**src/sv/assert_macros.svh**
```systemverilog
// assertion macros used by the bus sequencer of the register access master rtl
// every macro expects clk and rst_n in scope at the place of use
`ifndef ASSERT_MACROS_SVH
`define ASSERT_MACROS_SVH

// property checked on every clock edge outside reset
`define ASSERT_CLK(lbl, prop, msg) \
  lbl: assert property (@(posedge clk) disable iff (!rst_n) prop) \
    else $error(msg);

// condition that must hold in the cycle after a trigger
`define ASSERT_NEXT(lbl, pre, post, msg) \
  lbl: assert property (@(posedge clk) disable iff (!rst_n) (pre) |=> (post)) \
    else $error(msg);

`endif

```
**src/sv/ira_pkg.sv**
```systemverilog
// shared types and constants of the register access bus master
// used by every module of the block; depends on nothing
package ira_pkg;

  // default burst ceiling for read commands
  localparam int MAX_BURST_DEF = 16;

  // configuration port data width
  localparam int CFG_DATA_W = 16;

  // action codes of an input item (the unused code acts as a plain tick)
  localparam logic [1:0] ACT_TICK  = 2'd0;
  localparam logic [1:0] ACT_WRITE = 2'd1;
  localparam logic [1:0] ACT_READ  = 2'd2;

  // configuration register indexes
  localparam logic [1:0] CFG_DEV_ADDR   = 2'd0;
  localparam logic [1:0] CFG_STEP_TICKS = 2'd1;
  localparam logic [1:0] CFG_POLL_TICKS = 2'd2;
  localparam logic [1:0] CFG_ACK_LIMIT  = 2'd3;

  // configuration reset values
  localparam logic [6:0]  DEV_ADDR_RST   = 7'd104;
  localparam logic [15:0] STEP_TICKS_RST = 16'd4;
  localparam logic [15:0] POLL_TICKS_RST = 16'd2;
  localparam logic [9:0]  ACK_LIMIT_RST  = 10'd100;

  // one timebase tick with optional command
  typedef struct packed {
    logic [1:0] action;
    logic [7:0] reg_address;
    logic [7:0] write_data;
    logic [4:0] burst_length;
    logic       sda_sample;
  } item_t;

  // result of one tick
  typedef struct packed {
    logic       scl_level;
    logic       sda_level;
    logic       busy_res;
    logic [7:0] read_byte;
    logic       byte_valid;
    logic       last_byte;
    logic       done_res;
    logic       error;
  } res_t;

  // configuration register contents
  typedef struct packed {
    logic [6:0]  device_address;
    logic [15:0] step_ticks;
    logic [15:0] poll_ticks;
    logic [9:0]  ack_poll_limit;
  } cfg_t;

endpackage

```
**src/sv/ira_in_stage.sv**
```systemverilog
// input register of the register access master
// holds one accepted tick item until the sequencer takes it; uses ira_pkg
module ira_in_stage
  import ira_pkg::*;
(
  input  logic       clk,
  input  logic       rst_n,
  input  logic       in_valid,
  output logic       in_ready,
  input  logic [1:0] in_action,
  input  logic [7:0] in_reg_address,
  input  logic [7:0] in_write_data,
  input  logic [4:0] in_burst_length,
  input  logic       in_sda_sample,
  input  logic       take,
  output logic       item_valid,
  output item_t      item
);

  logic  valid_r, valid_nxt;
  item_t item_r;

  // free when empty or emptied this cycle
  assign in_ready = !valid_r || take;

  always_comb begin
    valid_nxt = valid_r;
    if (in_valid && in_ready) begin
      valid_nxt = 1'b1;
    end else if (take) begin
      valid_nxt = 1'b0;
    end
  end

  // valid flag
  always_ff @(posedge clk) begin
    if (!rst_n) begin
      valid_r <= 1'b0;
    end else begin
      valid_r <= valid_nxt;
    end
  end

  // payload capture
  always_ff @(posedge clk) begin
    if (in_valid && in_ready) begin
      item_r.action       <= in_action;
      item_r.reg_address  <= in_reg_address;
      item_r.write_data   <= in_write_data;
      item_r.burst_length <= in_burst_length;
      item_r.sda_sample   <= in_sda_sample;
    end
  end

  assign item_valid = valid_r;
  assign item       = item_r;

endmodule

```
**src/sv/ira_cfg_regs.sv**
```systemverilog
// configuration registers of the register access master
// plain write port, no read-back; uses ira_pkg
module ira_cfg_regs
  import ira_pkg::*;
(
  input  logic                  clk,
  input  logic                  rst_n,
  input  logic                  cfg_wr_en,
  input  logic [1:0]            cfg_index,
  input  logic [CFG_DATA_W-1:0] cfg_data,
  output cfg_t                  cfg
);

  cfg_t cfg_r;

  // register writes
  always_ff @(posedge clk) begin
    if (!rst_n) begin
      cfg_r.device_address <= DEV_ADDR_RST;
      cfg_r.step_ticks     <= STEP_TICKS_RST;
      cfg_r.poll_ticks     <= POLL_TICKS_RST;
      cfg_r.ack_poll_limit <= ACK_LIMIT_RST;
    end else if (cfg_wr_en) begin
      case (cfg_index)
        CFG_DEV_ADDR:   cfg_r.device_address <= cfg_data[6:0];
        CFG_STEP_TICKS: cfg_r.step_ticks     <= cfg_data[15:0];
        CFG_POLL_TICKS: cfg_r.poll_ticks     <= cfg_data[15:0];
        CFG_ACK_LIMIT:  cfg_r.ack_poll_limit <= cfg_data[9:0];
        default: ;
      endcase
    end
  end

  assign cfg = cfg_r;

endmodule

```
**src/sv/ira_seq.sv**
```systemverilog
// bus sequencer of the register access master: state registers and one tick of step logic
// uses ira_pkg and the assertion macros
`include "assert_macros.svh"

module ira_seq
  import ira_pkg::*;
#(
  parameter int MAX_BURST = MAX_BURST_DEF
) (
  input  logic  clk,
  input  logic  rst_n,
  input  logic  step_en,
  input  item_t item,
  input  cfg_t  cfg,
  output res_t  res
);

  localparam int CNT_W = $clog2(MAX_BURST + 1);
  localparam logic [8:0] MAX_BURST_9 = 9'(MAX_BURST);

  typedef enum logic [4:0] {
    ST_IDLE      = 5'd0,
    ST_START_A   = 5'd1,
    ST_TX_WADDR  = 5'd2,
    ST_ACK_WADDR = 5'd3,
    ST_TX_REG    = 5'd4,
    ST_ACK_REG   = 5'd5,
    ST_TX_DATA   = 5'd6,
    ST_ACK_DATA  = 5'd7,
    ST_START_B   = 5'd8,
    ST_TX_RADDR  = 5'd9,
    ST_ACK_RADDR = 5'd10,
    ST_RX_BYTE   = 5'd11,
    ST_RX_ACK    = 5'd12,
    ST_STOP_OK   = 5'd13,
    ST_STOP_ERR  = 5'd14
  } step_t;

  // frame phases within a step
  localparam logic [2:0] PH_0    = 3'd0;
  localparam logic [2:0] PH_1    = 3'd1;
  localparam logic [2:0] PH_2    = 3'd2;
  localparam logic [2:0] PH_3    = 3'd3;
  localparam logic [2:0] PH_4    = 3'd4;
  localparam logic [2:0] PH_FAIL = 3'd4;

  step_t            step_r, step_nxt;
  logic [2:0]       phase_r, phase_nxt;
  logic [15:0]      hold_r, hold_nxt;
  logic [9:0]       retry_r, retry_nxt;
  logic [3:0]       bit_r, bit_nxt;
  logic [CNT_W-1:0] bytes_r, bytes_nxt;
  logic [7:0]       shift_r, shift_nxt;
  logic             scl_r, scl_nxt;
  logic             sda_r, sda_nxt;
  logic             is_read_r, is_read_nxt;
  logic [7:0]       sreg_r, sreg_nxt;
  logic [7:0]       sdata_r, sdata_nxt;
  logic [CNT_W-1:0] len_r, len_nxt;

  logic [15:0] hold_load;
  logic [15:0] poll_load;
  logic [7:0]  addr_w;
  logic [8:0]  len_9;
  logic [8:0]  len_clamp_9;
  logic        rx_last;
  logic        ack_fail;
  logic [9:0]  retry_inc;

  // acknowledge step that follows a transmit step
  function automatic step_t ack_of(step_t s);
    step_t r;
    case (s)
      ST_TX_WADDR: r = ST_ACK_WADDR;
      ST_TX_REG:   r = ST_ACK_REG;
      ST_TX_DATA:  r = ST_ACK_DATA;
      ST_TX_RADDR: r = ST_ACK_RADDR;
      default:     r = ST_IDLE;
    endcase
    return r;
  endfunction

  // hold reloads, zero acts as one
  assign hold_load = (cfg.step_ticks == '0) ? '0 : cfg.step_ticks - 16'd1;
  assign poll_load = (cfg.poll_ticks == '0) ? '0 : cfg.poll_ticks - 16'd1;
  assign addr_w    = {cfg.device_address, 1'b0};

  // burst length clamp
  assign len_9       = {4'd0, item.burst_length};
  assign len_clamp_9 = (len_9 > MAX_BURST_9) ? MAX_BURST_9 : len_9;

  // one tick: command capture, then either a hold countdown or one bus action
  always_comb begin
    step_nxt    = step_r;
    phase_nxt   = phase_r;
    hold_nxt    = hold_r;
    retry_nxt   = retry_r;
    bit_nxt     = bit_r;
    bytes_nxt   = bytes_r;
    shift_nxt   = shift_r;
    scl_nxt     = scl_r;
    sda_nxt     = sda_r;
    is_read_nxt = is_read_r;
    sreg_nxt    = sreg_r;
    sdata_nxt   = sdata_r;
    len_nxt     = len_r;
    res         = '0;
    rx_last     = 1'b0;
    ack_fail    = 1'b0;
    retry_inc   = retry_r + 10'd1;

    // command capture while idle
    if (step_r == ST_IDLE && (item.action == ACT_WRITE || item.action == ACT_READ)) begin
      if (item.action == ACT_READ && item.burst_length == 5'd0) begin
        res.done_res = 1'b1;
        res.error    = 1'b1;
      end else begin
        is_read_nxt = (item.action == ACT_READ);
        sreg_nxt    = item.reg_address;
        sdata_nxt   = item.write_data;
        len_nxt     = CNT_W'(len_clamp_9);
        bytes_nxt   = '0;
        retry_nxt   = '0;
        step_nxt    = ST_START_A;
        phase_nxt   = PH_0;
        hold_nxt    = '0;
      end
    end

    if (step_nxt != ST_IDLE) begin
      if (hold_nxt != '0) begin
        hold_nxt = hold_nxt - 16'd1;
      end else begin
        case (step_nxt)
          // start and repeated start
          ST_START_A, ST_START_B: begin
            hold_nxt = hold_load;
            case (phase_nxt)
              PH_0: begin
                sda_nxt   = 1'b1;
                phase_nxt = PH_1;
              end
              PH_1: begin
                scl_nxt   = 1'b1;
                phase_nxt = PH_2;
              end
              PH_2: begin
                sda_nxt   = 1'b0;
                phase_nxt = PH_3;
              end
              default: begin
                scl_nxt   = 1'b0;
                phase_nxt = PH_0;
                bit_nxt   = '0;
                if (step_nxt == ST_START_A) begin
                  step_nxt  = ST_TX_WADDR;
                  shift_nxt = addr_w;
                end else begin
                  step_nxt  = ST_TX_RADDR;
                  shift_nxt = addr_w | 8'h01;
                end
              end
            endcase
          end

          // byte transmit, msb first
          ST_TX_WADDR, ST_TX_REG, ST_TX_DATA, ST_TX_RADDR: begin
            hold_nxt = hold_load;
            case (phase_nxt)
              PH_0: begin
                scl_nxt   = 1'b0;
                phase_nxt = PH_1;
              end
              PH_1: begin
                sda_nxt   = shift_nxt[7];
                shift_nxt = {shift_nxt[6:0], 1'b0};
                phase_nxt = PH_2;
              end
              PH_2: begin
                scl_nxt   = 1'b1;
                bit_nxt   = bit_nxt + 4'd1;
                phase_nxt = (bit_nxt >= 4'd8) ? PH_3 : PH_0;
              end
              default: begin
                scl_nxt   = 1'b0;
                step_nxt  = ack_of(step_nxt);
                phase_nxt = PH_0;
                retry_nxt = '0;
              end
            endcase
          end

          // acknowledge poll from the target
          ST_ACK_WADDR, ST_ACK_REG, ST_ACK_DATA, ST_ACK_RADDR: begin
            case (phase_nxt)
              PH_0: begin
                sda_nxt   = 1'b1;
                hold_nxt  = hold_load;
                phase_nxt = PH_1;
              end
              PH_1: begin
                scl_nxt   = 1'b1;
                hold_nxt  = hold_load;
                phase_nxt = PH_2;
              end
              PH_2: begin
                if (!item.sda_sample) begin
                  hold_nxt  = '0;
                  phase_nxt = PH_3;
                end else begin
                  retry_nxt = retry_inc;
                  hold_nxt  = poll_load;
                  if (retry_inc >= cfg.ack_poll_limit) begin
                    phase_nxt = PH_FAIL;
                  end
                end
              end
              default: begin
                scl_nxt  = 1'b0;
                hold_nxt = hold_load;
                ack_fail = (phase_nxt == PH_FAIL);
                phase_nxt = PH_0;
                if (ack_fail) begin
                  step_nxt = ST_STOP_ERR;
                end else begin
                  case (step_nxt)
                    ST_ACK_WADDR: begin
                      step_nxt  = ST_TX_REG;
                      bit_nxt   = '0;
                      shift_nxt = sreg_r;
                    end
                    ST_ACK_REG: begin
                      if (is_read_nxt) begin
                        step_nxt = ST_START_B;
                      end else begin
                        step_nxt  = ST_TX_DATA;
                        bit_nxt   = '0;
                        shift_nxt = sdata_r;
                      end
                    end
                    ST_ACK_RADDR: begin
                      bytes_nxt = '0;
                      step_nxt  = ST_RX_BYTE;
                      bit_nxt   = '0;
                      shift_nxt = '0;
                    end
                    default: step_nxt = ST_STOP_OK;
                  endcase
                end
              end
            endcase
          end

          // byte receive, sampled as the clock is pulled low
          ST_RX_BYTE: begin
            hold_nxt = hold_load;
            if (phase_nxt == PH_0) begin
              if (bit_nxt != '0) begin
                shift_nxt = {shift_nxt[6:0], item.sda_sample};
              end
              scl_nxt = 1'b0;
              if (bit_nxt >= 4'd8) begin
                bytes_nxt      = bytes_nxt + CNT_W'(1);
                res.read_byte  = shift_nxt;
                res.byte_valid = 1'b1;
                res.last_byte  = (bytes_nxt >= len_nxt);
                step_nxt       = ST_RX_ACK;
                phase_nxt      = PH_0;
              end else begin
                sda_nxt   = 1'b1;
                phase_nxt = PH_1;
              end
            end else begin
              scl_nxt   = 1'b1;
              bit_nxt   = bit_nxt + 4'd1;
              phase_nxt = PH_0;
            end
          end

          // master acknowledge, released on the last byte
          ST_RX_ACK: begin
            rx_last  = (bytes_nxt >= len_nxt);
            hold_nxt = hold_load;
            case (phase_nxt)
              PH_0: begin
                scl_nxt   = 1'b0;
                phase_nxt = PH_1;
              end
              PH_1: begin
                sda_nxt   = rx_last;
                phase_nxt = PH_2;
              end
              PH_2: begin
                scl_nxt   = 1'b1;
                phase_nxt = PH_3;
              end
              default: begin
                scl_nxt   = 1'b0;
                phase_nxt = PH_0;
                if (rx_last) begin
                  step_nxt = ST_STOP_OK;
                end else begin
                  step_nxt  = ST_RX_BYTE;
                  bit_nxt   = '0;
                  shift_nxt = '0;
                end
              end
            endcase
          end

          // stop condition, then report
          ST_STOP_OK, ST_STOP_ERR: begin
            case (phase_nxt)
              PH_0: begin
                scl_nxt   = 1'b0;
                hold_nxt  = hold_load;
                phase_nxt = PH_1;
              end
              PH_1: begin
                sda_nxt   = 1'b0;
                hold_nxt  = hold_load;
                phase_nxt = PH_2;
              end
              PH_2: begin
                scl_nxt   = 1'b1;
                hold_nxt  = hold_load;
                phase_nxt = PH_3;
              end
              PH_3: begin
                sda_nxt   = 1'b1;
                hold_nxt  = hold_load;
                phase_nxt = PH_4;
              end
              default: begin
                res.done_res = 1'b1;
                res.error    = (step_nxt == ST_STOP_ERR);
                step_nxt     = ST_IDLE;
                phase_nxt    = PH_0;
                hold_nxt     = '0;
              end
            endcase
          end

          default: begin
            step_nxt  = ST_IDLE;
            phase_nxt = PH_0;
            hold_nxt  = '0;
          end
        endcase
      end
    end

    res.scl_level = scl_nxt;
    res.sda_level = sda_nxt;
    res.busy_res  = (step_nxt != ST_IDLE);
  end

  // state registers, advanced once per tick item
  always_ff @(posedge clk) begin
    if (!rst_n) begin
      step_r    <= ST_IDLE;
      phase_r   <= PH_0;
      hold_r    <= '0;
      retry_r   <= '0;
      bit_r     <= '0;
      bytes_r   <= '0;
      shift_r   <= '0;
      scl_r     <= 1'b1;
      sda_r     <= 1'b1;
      is_read_r <= 1'b0;
      sreg_r    <= '0;
      sdata_r   <= '0;
      len_r     <= '0;
    end else if (step_en) begin
      step_r    <= step_nxt;
      phase_r   <= phase_nxt;
      hold_r    <= hold_nxt;
      retry_r   <= retry_nxt;
      bit_r     <= bit_nxt;
      bytes_r   <= bytes_nxt;
      shift_r   <= shift_nxt;
      scl_r     <= scl_nxt;
      sda_r     <= sda_nxt;
      is_read_r <= is_read_nxt;
      sreg_r    <= sreg_nxt;
      sdata_r   <= sdata_nxt;
      len_r     <= len_nxt;
    end
  end

  // a pending hold only exists inside a transaction
  `ASSERT_CLK(a_hold_busy, (hold_r != '0) |-> (step_r != ST_IDLE), "hold count while idle")

  // received byte count never passes the burst length
  `ASSERT_CLK(a_bytes_le_len, bytes_r <= len_r, "byte count beyond burst length")

  // bytes are only reported from the receive step
  `ASSERT_CLK(a_byte_src, res.byte_valid |-> (step_r == ST_RX_BYTE), "byte outside receive")

  // a finished transaction leaves the sequencer idle
  `ASSERT_NEXT(a_done_idle, step_en && res.done_res, step_r == ST_IDLE, "not idle after done")

endmodule

```
**src/sv/ira_out_stage.sv**
```systemverilog
// result register of the register access master
// parts the sequencer from a stalled consumer; uses ira_pkg
module ira_out_stage
  import ira_pkg::*;
(
  input  logic       clk,
  input  logic       rst_n,
  input  logic       take,
  input  res_t       res,
  output logic       free,
  output logic       out_valid,
  input  logic       out_ready,
  output logic       out_scl_level,
  output logic       out_sda_level,
  output logic       out_busy_res,
  output logic [7:0] out_read_byte,
  output logic       out_byte_valid,
  output logic       out_last_byte,
  output logic       out_done_res,
  output logic       out_error
);

  logic valid_r, valid_nxt;
  res_t res_r;

  // room for a new result when empty or draining
  assign free = !valid_r || out_ready;

  always_comb begin
    valid_nxt = valid_r;
    if (take) begin
      valid_nxt = 1'b1;
    end else if (out_ready) begin
      valid_nxt = 1'b0;
    end
  end

  // valid flag
  always_ff @(posedge clk) begin
    if (!rst_n) begin
      valid_r <= 1'b0;
    end else begin
      valid_r <= valid_nxt;
    end
  end

  // result payload
  always_ff @(posedge clk) begin
    if (take) begin
      res_r <= res;
    end
  end

  assign out_valid      = valid_r;
  assign out_scl_level  = res_r.scl_level;
  assign out_sda_level  = res_r.sda_level;
  assign out_busy_res   = res_r.busy_res;
  assign out_read_byte  = res_r.read_byte;
  assign out_byte_valid = res_r.byte_valid;
  assign out_last_byte  = res_r.last_byte;
  assign out_done_res   = res_r.done_res;
  assign out_error      = res_r.error;

endmodule

```
**src/sv/i2c_register_access_master.sv**
```systemverilog
// Register access bus master, top level. Each input item is one timebase tick and gives
// exactly one result item with the bus pin drives and status for that tick. An item is
// registered on entry, stepped through the bus sequencer once the result register has
// room and its result held in a result register until the consumer takes it; one item
// is taken in every clock cycle while the consumer keeps up, and the single sequencer
// state update per tick sets that figure. Bus timing is counted in ticks: every pin change
// holds step_ticks ticks, an acknowledge is polled every poll_ticks ticks up to
// ack_poll_limit times. Configuration is written through cfg_wr_en, cfg_index and
// cfg_data; the user must write it only while idle, the block does not enforce this.
// Depends on ira_pkg, ira_in_stage, ira_cfg_regs, ira_seq and ira_out_stage.
module i2c_register_access_master
  import ira_pkg::*;
#(
  parameter int MAX_BURST = MAX_BURST_DEF
) (
  input  logic                  clk,
  input  logic                  rst_n,
  input  logic                  in_valid,
  output logic                  in_ready,
  input  logic [1:0]            in_action,
  input  logic [7:0]            in_reg_address,
  input  logic [7:0]            in_write_data,
  input  logic [4:0]            in_burst_length,
  input  logic                  in_sda_sample,
  output logic                  out_valid,
  input  logic                  out_ready,
  output logic                  out_scl_level,
  output logic                  out_sda_level,
  output logic                  out_busy_res,
  output logic [7:0]            out_read_byte,
  output logic                  out_byte_valid,
  output logic                  out_last_byte,
  output logic                  out_done_res,
  output logic                  out_error,
  input  logic                  cfg_wr_en,
  input  logic [1:0]            cfg_index,
  input  logic [CFG_DATA_W-1:0] cfg_data
);

  logic  item_valid;
  item_t item;
  cfg_t  cfg;
  res_t  res;
  logic  out_free;
  logic  advance;

  // one tick is processed when an item waits and the result register has room
  assign advance = item_valid && out_free;

  ira_in_stage u_in (
    .clk             (clk),
    .rst_n           (rst_n),
    .in_valid        (in_valid),
    .in_ready        (in_ready),
    .in_action       (in_action),
    .in_reg_address  (in_reg_address),
    .in_write_data   (in_write_data),
    .in_burst_length (in_burst_length),
    .in_sda_sample   (in_sda_sample),
    .take            (advance),
    .item_valid      (item_valid),
    .item            (item)
  );

  ira_cfg_regs u_cfg (
    .clk       (clk),
    .rst_n     (rst_n),
    .cfg_wr_en (cfg_wr_en),
    .cfg_index (cfg_index),
    .cfg_data  (cfg_data),
    .cfg       (cfg)
  );

  ira_seq #(
    .MAX_BURST (MAX_BURST)
  ) u_seq (
    .clk     (clk),
    .rst_n   (rst_n),
    .step_en (advance),
    .item    (item),
    .cfg     (cfg),
    .res     (res)
  );

  ira_out_stage u_out (
    .clk            (clk),
    .rst_n          (rst_n),
    .take           (advance),
    .res            (res),
    .free           (out_free),
    .out_valid      (out_valid),
    .out_ready      (out_ready),
    .out_scl_level  (out_scl_level),
    .out_sda_level  (out_sda_level),
    .out_busy_res   (out_busy_res),
    .out_read_byte  (out_read_byte),
    .out_byte_valid (out_byte_valid),
    .out_last_byte  (out_last_byte),
    .out_done_res   (out_done_res),
    .out_error      (out_error)
  );

endmodule
```
**config.mk**
```make
export PLATFORM = sky130hd
export DESIGN_NAME = i2c_register_access_master
export DESIGN_NICKNAME = d
export VERILOG_FILES = /design/src/sv/ira_pkg.sv /design/src/sv/ira_in_stage.sv /design/src/sv/ira_cfg_regs.sv /design/src/sv/ira_seq.sv /design/src/sv/ira_out_stage.sv /design/src/sv/i2c_register_access_master.sv
export VERILOG_INCLUDE_DIRS = /design/src /design/src/sv
export SDC_FILE = /design/constraint.sdc
export NUM_CORES = 1
export LEC_CHECK = 0
export CAP_MARGIN = 5
export CORE_ASPECT_RATIO = 1.75
export CORE_MARGIN = 2
export CORE_UTILIZATION = 38
export CTS_BUF_LIST = sky130_fd_sc_hd__clkbuf_8
export DETAILED_ROUTE_END_ITERATION = 12
export DONT_BUFFER_PORTS = 1
export GPL_ROUTABILITY_DRIVEN = 1
export GPL_TIMING_DRIVEN = 0
export PLACE_DENSITY_LB_ADDON = 0.25
export SETUP_SLACK_MARGIN = 0.4
export SLEW_MARGIN = 20
export SYNTH_ARGS = -nofsm -noshare
export SYNTH_HDL_FRONTEND = slang
export SYNTH_SLANG_ARGS = --single-unit
```
**constraint.sdc**
```tcl
create_clock -name clk -period 5.2 [get_ports clk]
set_input_delay 0.26 -clock clk [delete_from_list [all_inputs] [get_ports clk]]
set_output_delay 0.26 -clock clk [all_outputs]
set_load 0.005 [all_outputs]
```
; Word-level counts from Yosys, hierarchy flattened
; Cells that the tools add are included.
[classes]
n_mux = 115
eq_ne = 35
n_reduce_logical = 43
bitwise_logic = 6
add_sub_neg = 6
n_lt_le_gt_ge = 6
[ops]
columns = operator, count
row1 = $mux 16, 9
row2 = $mux 5, 24
row3 = $mux 10, 8
row4 = $mux 8, 9
row5 = $pmux 16 s3, 1
row6 = $sub 16x1->16 const B, 3
row7 = $mux 4, 10
row8 = $pmux 8 s5, 1
row9 = $eq 5x4->1 const B, 7
row10 = $logic_not 16->1, 2
row11 = $pmux 5 s6, 1
row12 = $reduce_and 13->1, 2
row13 = $pmux 8 s3, 1
row14 = $mux 3, 7
row15 = $eq 5x3->1 const B, 4
row16 = $pmux 10 s2, 1
row17 = $pmux 4 s5, 1
row18 = $mux 1, 19
row19 = $pmux 3 s3, 2
row20 = $pmux 4 s4, 1
row21 = $reduce_bool 16->1, 1
row22 = $reduce_or 4->1, 4
row23 = $pmux 3 s5, 1
row24 = $pmux 5 s3, 1
row25 = 44 further kinds, 91
[word_totals]
out_inout_bits = 17
in_bits = 47
reg_bits = 165
elab_cells = 243

; Logic depth before layout (Yosys ltp)
[depth]
ltp_word = 12
depth_mapped = 17
ltp_nobuf = 15

; Hierarchy
; A second synthesis with hierarchy kept.
[hier_totals]
cells_unflattened = 1110
hier_area_um2 = 9509.1
[modules_own_cells]
columns = mod, area_each_um2, n_inst, cells_each, seq_area_each_um2
row1 = ira_seq, 6367.4, 1, 877, 1501.4
row2 = ira_cfg_regs, 1858.0, 1, 184, 980.9
row3 = ira_in_stage, 778.2, 1, 29, 740.7
row4 = ira_out_stage, 499.2, 1, 19, 470.5
row5 = i2c_register_access_master, 6.3, 1, 1, 0.0

; Worst setup path before layout
; Ideal clock, no wire load.
[synth_timing]
kind = flip-flop to flip-flop
startpoint = reg u_in.item_r (netlist bit u_in.item[22])
endpoint = reg u_seq.bit_r[3]
stages_incl_launch_ff = 18
setup_slack_ns = 1.229
t_arrival_ns = 3.901
required_time_ns = 5.130
path_cell_list = edfxtp_1 > inv_1 > ha_1 > nor3b_1 > nand2_1 > nand2_1 > clkbuf_1 > buf_1 > nor3b_1 > a21oi_1 > ha_1 > a21o_1 > a31oi_1 > o21ai_0 > a2111oi_4 > nand4_2 > or4_1 > a21oi_1
[synth_via]
elab_chain_cells = 10
elab_cells_between_ends = 57
cone_classes = order compare: 1 / eq/ne: 26 / mux: 16 / bitwise: 1 / reduce/logical: 13
[synth_rtl]
columns = item, line_no
row1 = from (decl), ira_in_stage.sv:21  ; item_t item_r;
row2 = $eq 2x2->1 / $eq 2x1->1 (equally long branches), "ira_seq.sv:113, ira_seq.sv:114, ira_seq.sv:118"
row3 = $logic_and 1x1->1 / $logic_or 1x1->1 (equally long branches), "ira_seq.sv:114, ira_seq.sv:113"
row4 = $mux 5 / $logic_and 1x1->1 (equally long branches), "ira_seq.sv:114, ira_seq.sv:113"
row5 = $mux 5, ira_seq.sv:113  ; if (step_r == ST_IDLE && (item.action == ACT_WRITE || item.action == ACT_READ)) begin
row6 = $eq 5x2->1 / $eq 5x4->1 (equally long branches), "ira_seq.sv:134, ira_seq.sv:226"
row7 = $reduce_or 2->1 (no line), n/a
row8 = $pmux 4 s2, ira_seq.sv:226  ; case (step_nxt)
row9 = $mux 4, ira_seq.sv:223  ; if (ack_fail) begin
row10 = $mux 4, ira_seq.sv:195  ; case (phase_nxt)
row11 = $pmux 4 s5, ira_seq.sv:134  ; case (step_nxt)
row12 = to (signal assigned), ira_seq.sv:379  ; bit_r <= bit_nxt;
row13 = to (decl), ira_seq.sv:51  ; logic [3:0] bit_r, bit_nxt;
; Parallel ways exist; a longest one is shown, timed or not. The select of a mux whose other input is x is not followed.
; A chain may end at the register's enable or synchronous reset.

; Worst setup path after layout
; Same ends and word-level chain as after synthesis.

==> flow_metrics.tcl <==
set metrics [dict create \
    die_h_um 212 \
    cts_root_buffer "clkbuf_8" \
    cp_slowest_cell "a2111oi_4" \
    drt_iter0_markers 659 \
    grt_antenna_before_repair 0 \
    startpoint_type "flop" \
    syn_inst 1127 \
    dr.pass1.iters 6 \
    finalCritPeriodShare_pct 86.1 \
    final_cells 1517 \
    fin_skew_ns 0.0207 \
    num_rows 76 \
    h-tree-depth 4 \
    status "complete, no violations" \
    synth_ff_type "dfxtp_1" \
    drive_gt1_share_pct 6.48 \
    ant_nets 0 \
    dpl.cell_count 1439 \
    clockBufferDepth 2 \
    viasPerCell 5.85 \
    critPathBufInv 3 \
    cts.sinks 165 \
    clk_latency_ns 0.51 \
    hold_viol_final 0 \
    start_util_pct 38.4 \
    slew_headroom_pct 35.3 \
    track_usage_pct 25.4 \
    nFillCells 2479 \
    coreArea_um2 24400 \
    synth_edf_count 39 \
    cp_max_fo 10 \
    grt-ovfl-total 0 \
    cap_violations 0 \
    grt_max_degree 25 \
    portBuffers 0 \
    die_area_um2 26000 \
    max_stage_delay_ns 0.50 \
    vias 8873 \
    synth-seq-area-share_pct 39.3 \
    cts_inserted_buffers 17 \
    cts_tree "done" \
    place_hpwl_um 24500 \
    vdd_drop_max_uv 214 \
    synth_warnings 0 \
    leakagePower_nw 3.68 \
    gp_congestion 1.02 \
    drc 0 \
    crit_type "flop to flop" \
    fp.dieW_um 123 \
    hold_path.class "primary input to flop" \
    wl_per_cell_um 21.0 \
    ys_ff_latch 165 \
    syn_area_per_cell_um2 8.33 \
    max_slew.worst_pin.slew_ns 0.961 \
    critPathCaptureType "flop" \
    total_power_mw 3.03 \
    power_density_nw_per_um2 285 \
    slew_viol_final 0 \
    rsz0062_at_grt "false" \
    synthToLayoutAreaGrowth_pct 13.1 \
    max_freq_mhz 223 \
    syn_area_um2 9390 \
    synth_nets 1204 \
    wl_um 31900 \
    grt_pass1_vias 8961 \
    finalSetupViolCount 0 \
    crit_required_ns 5.62 \
    ys_async_sr_fraction_pct 0 \
    grt_pass1_wl_um 49400 \
    nets 1268 \
    crit_arrival_ns 4.90 \
    synthDistinctLibCells 89 \
    path_clk_slew_ns 0.10 \
    crit_family "simple AND/OR/NAND/NOR gates" \
    finalCriticalPeriod_ns 4.48 \
    pin_count 64 \
    crit_chain "inv_1 > ha_1 > nor3b_4 > nand2_2 > nand2_1 > buf_2 > clkbuf_4 > nor3b_1 > a21oi_1 > ha_1 > a21o_1 > a31oi_1 > o21ai_2 > a2111oi_4 > nand4_2 > or4_1 > a21oi_1" \
]
==> worst register-to-register path, delay by kind of cell (launching register included) <==
family                   cells  cell delay [ns]
buffers and inverters        3             0.62
AND/OR/NAND/NOR              6             1.46
flip-flops                   1             0.38
AO/OA/AOI/OAI                6             1.44
adder cells (fa/ha/maj)      2             0.51
==> what timing repair did <==
item / in CTS / in global routing
hold buffers: 43 / 0
pin swaps: 1 / 3
endpoints found under the hold margin: 75 / 0
buffers inserted: 0 / 2
gates cloned: 0 / 0
gates resized for setup: 5 / 5
endpoints found under the setup margin: 17 / 13
==> metal layers <==
metal | global-route usage [%] | vias up | part of all wire [%]
li1 | - | 4241 | -
met1 | 25.5 | 4223 | 36
met2 | 47.3 | 314 | 54
met3 | 4.53 | 95 | 4.4
met4 | 15.5 | 0 | 5.9
met5 | 0 | - | 0
==> state kept, by name, indices dropped and copies added, names as in the netlist, 3 cells and up <==
name,flops
u_seq.step_r,5
u_out.out_read_byte,8
u_seq.bytes_r,5
u_in.item,24
u_seq.retry_r,10
u_seq.shift_r,8
u_seq.phase_r,3
u_seq.sreg_r,8
u_seq.bit_r,4
u_seq.hold_r,16
u_cfg.cfg,49
u_seq.sdata_r,8
u_seq.len_r,5
==> power by group <==
part / leakage, nW / switching (mW) / internal (mW) / total, mW
clock: 0.177 / 0.552 / 0.342 / 0.895
combinational: 2.11 / 0.467 / 0.242 / 0.710
sequential: 1.39 / 0.0490 / 1.37 / 1.42
total: 3.68 / 1.07 / 1.96 / 3.03
==> logic make-up after synthesis <==
group	synth area share, %
xor+xnor	4.01
compound gates	22.8
mux	2.03
simple gates	23.6
fa+ha+maj	4.10
flops	39.3
buf+inv	4.18
==> layout make-up <==
| cell class | count | area, um^2 | share of cell area, % |
|---|---|---|---|
| Multi-Input combinational cell | 866 | 5340 | 50.2 |
| Sequential cell | 165 | 3690 | 34.8 |
| Timing Repair Buffer | 45 | 445 | 4.19 |
| Tap cell | 312 | 390 | 3.67 |
| Buffer | 65 | 283 | 2.66 |
| Clock buffer | 17 | 234 | 2.20 |
| Clock inverter | 15 | 125 | 1.18 |
| Inverter | 31 | 116 | 1.10 |
| Antenna cell | 1 | 2.50 | 0.0236 |
==> per-stage QoR <==
stage          TNS (ns)  area, um^2  util, %  worst slack, ns  hold WS, ns
2_1_floorplan         0        9390        -             1.23        0.359
3_3_place_gp     -0.237        9780     40.0           -0.218        0.359
3_5_place_dp     -0.328        9790     40.1           -0.243        0.359
4_1_cts               0       10600     43.3            0.454       0.0452
5_1_grt               0       10600     43.5            0.431       0.0609
6_report              0       10600     43.5            0.722       0.0736
==> synthesized netlist by cell type, types with 8 or more instances <==
library cell,n,share of area [%]
a21oi_1,119,6.3
and2_1,15,1.0
a31oi_1,19,1.3
o32ai_1,9,0.84
nand3b_1,8,0.64
nor3_1,26,1.4
nand2b_1,18,1.2
o211ai_1,13,1.0
nor2_1,76,3.0
clkbuf_1,53,2.1
edfxtp_1,39,12
dfxtp_1,126,27
and3_1,12,0.80
nand3_1,21,1.1
xnor2_1,19,1.8
or3_1,13,0.87
o22ai_1,13,0.87
xor2_1,24,2.2
nand2_1,194,7.8
ha_1,30,4.0
o21ai_0,45,2.4
mux2i_1,19,2.0
nor3b_1,11,0.88
a22oi_1,17,1.4
inv_1,30,1.2
nor4_1,8,0.53
==> final timing paths <==
check                       start               to  slack [ns]  depth (start not counted)
setup / recovery    u_in.item[22]   u_seq.bit_r[3]        0.72                         17
hold / removal       cfg_index[1]     u_cfg.cfg[0]        0.07                          3
setup reg to reg    u_in.item[22]   u_seq.bit_r[3]        0.72                         17
hold reg to reg   u_seq.sreg_r[3]  u_seq.sreg_r[3]        0.46                          2
==> cell usage in the layout, fill, tap and decap left out, drive strengths merged, types with 6 or more instances in the layout <==
cell         count
clkbuf          70
nor3b           11
nand2b          18
dfxtp          126
xnor2           19
o32ai            9
o211ai          14
a222oi           7
buf             14
mux2i           19
nor4            11
a221oi           6
o22ai           13
nand4            8
nand3           22
inv             38
nor3            28
o21ai           52
or3             14
a221o            6
nand2          194
a31oi           19
a22oi           17
a21o             7
xor2            24
nand4b           6
nor2b            7
edfxtp          39
nand3b           8
or2              6
ha              30
and3            13
nor2            78
and2            16
a21oi          119
dlygate4sd3     43
Power figures use the tool's default switching activity.
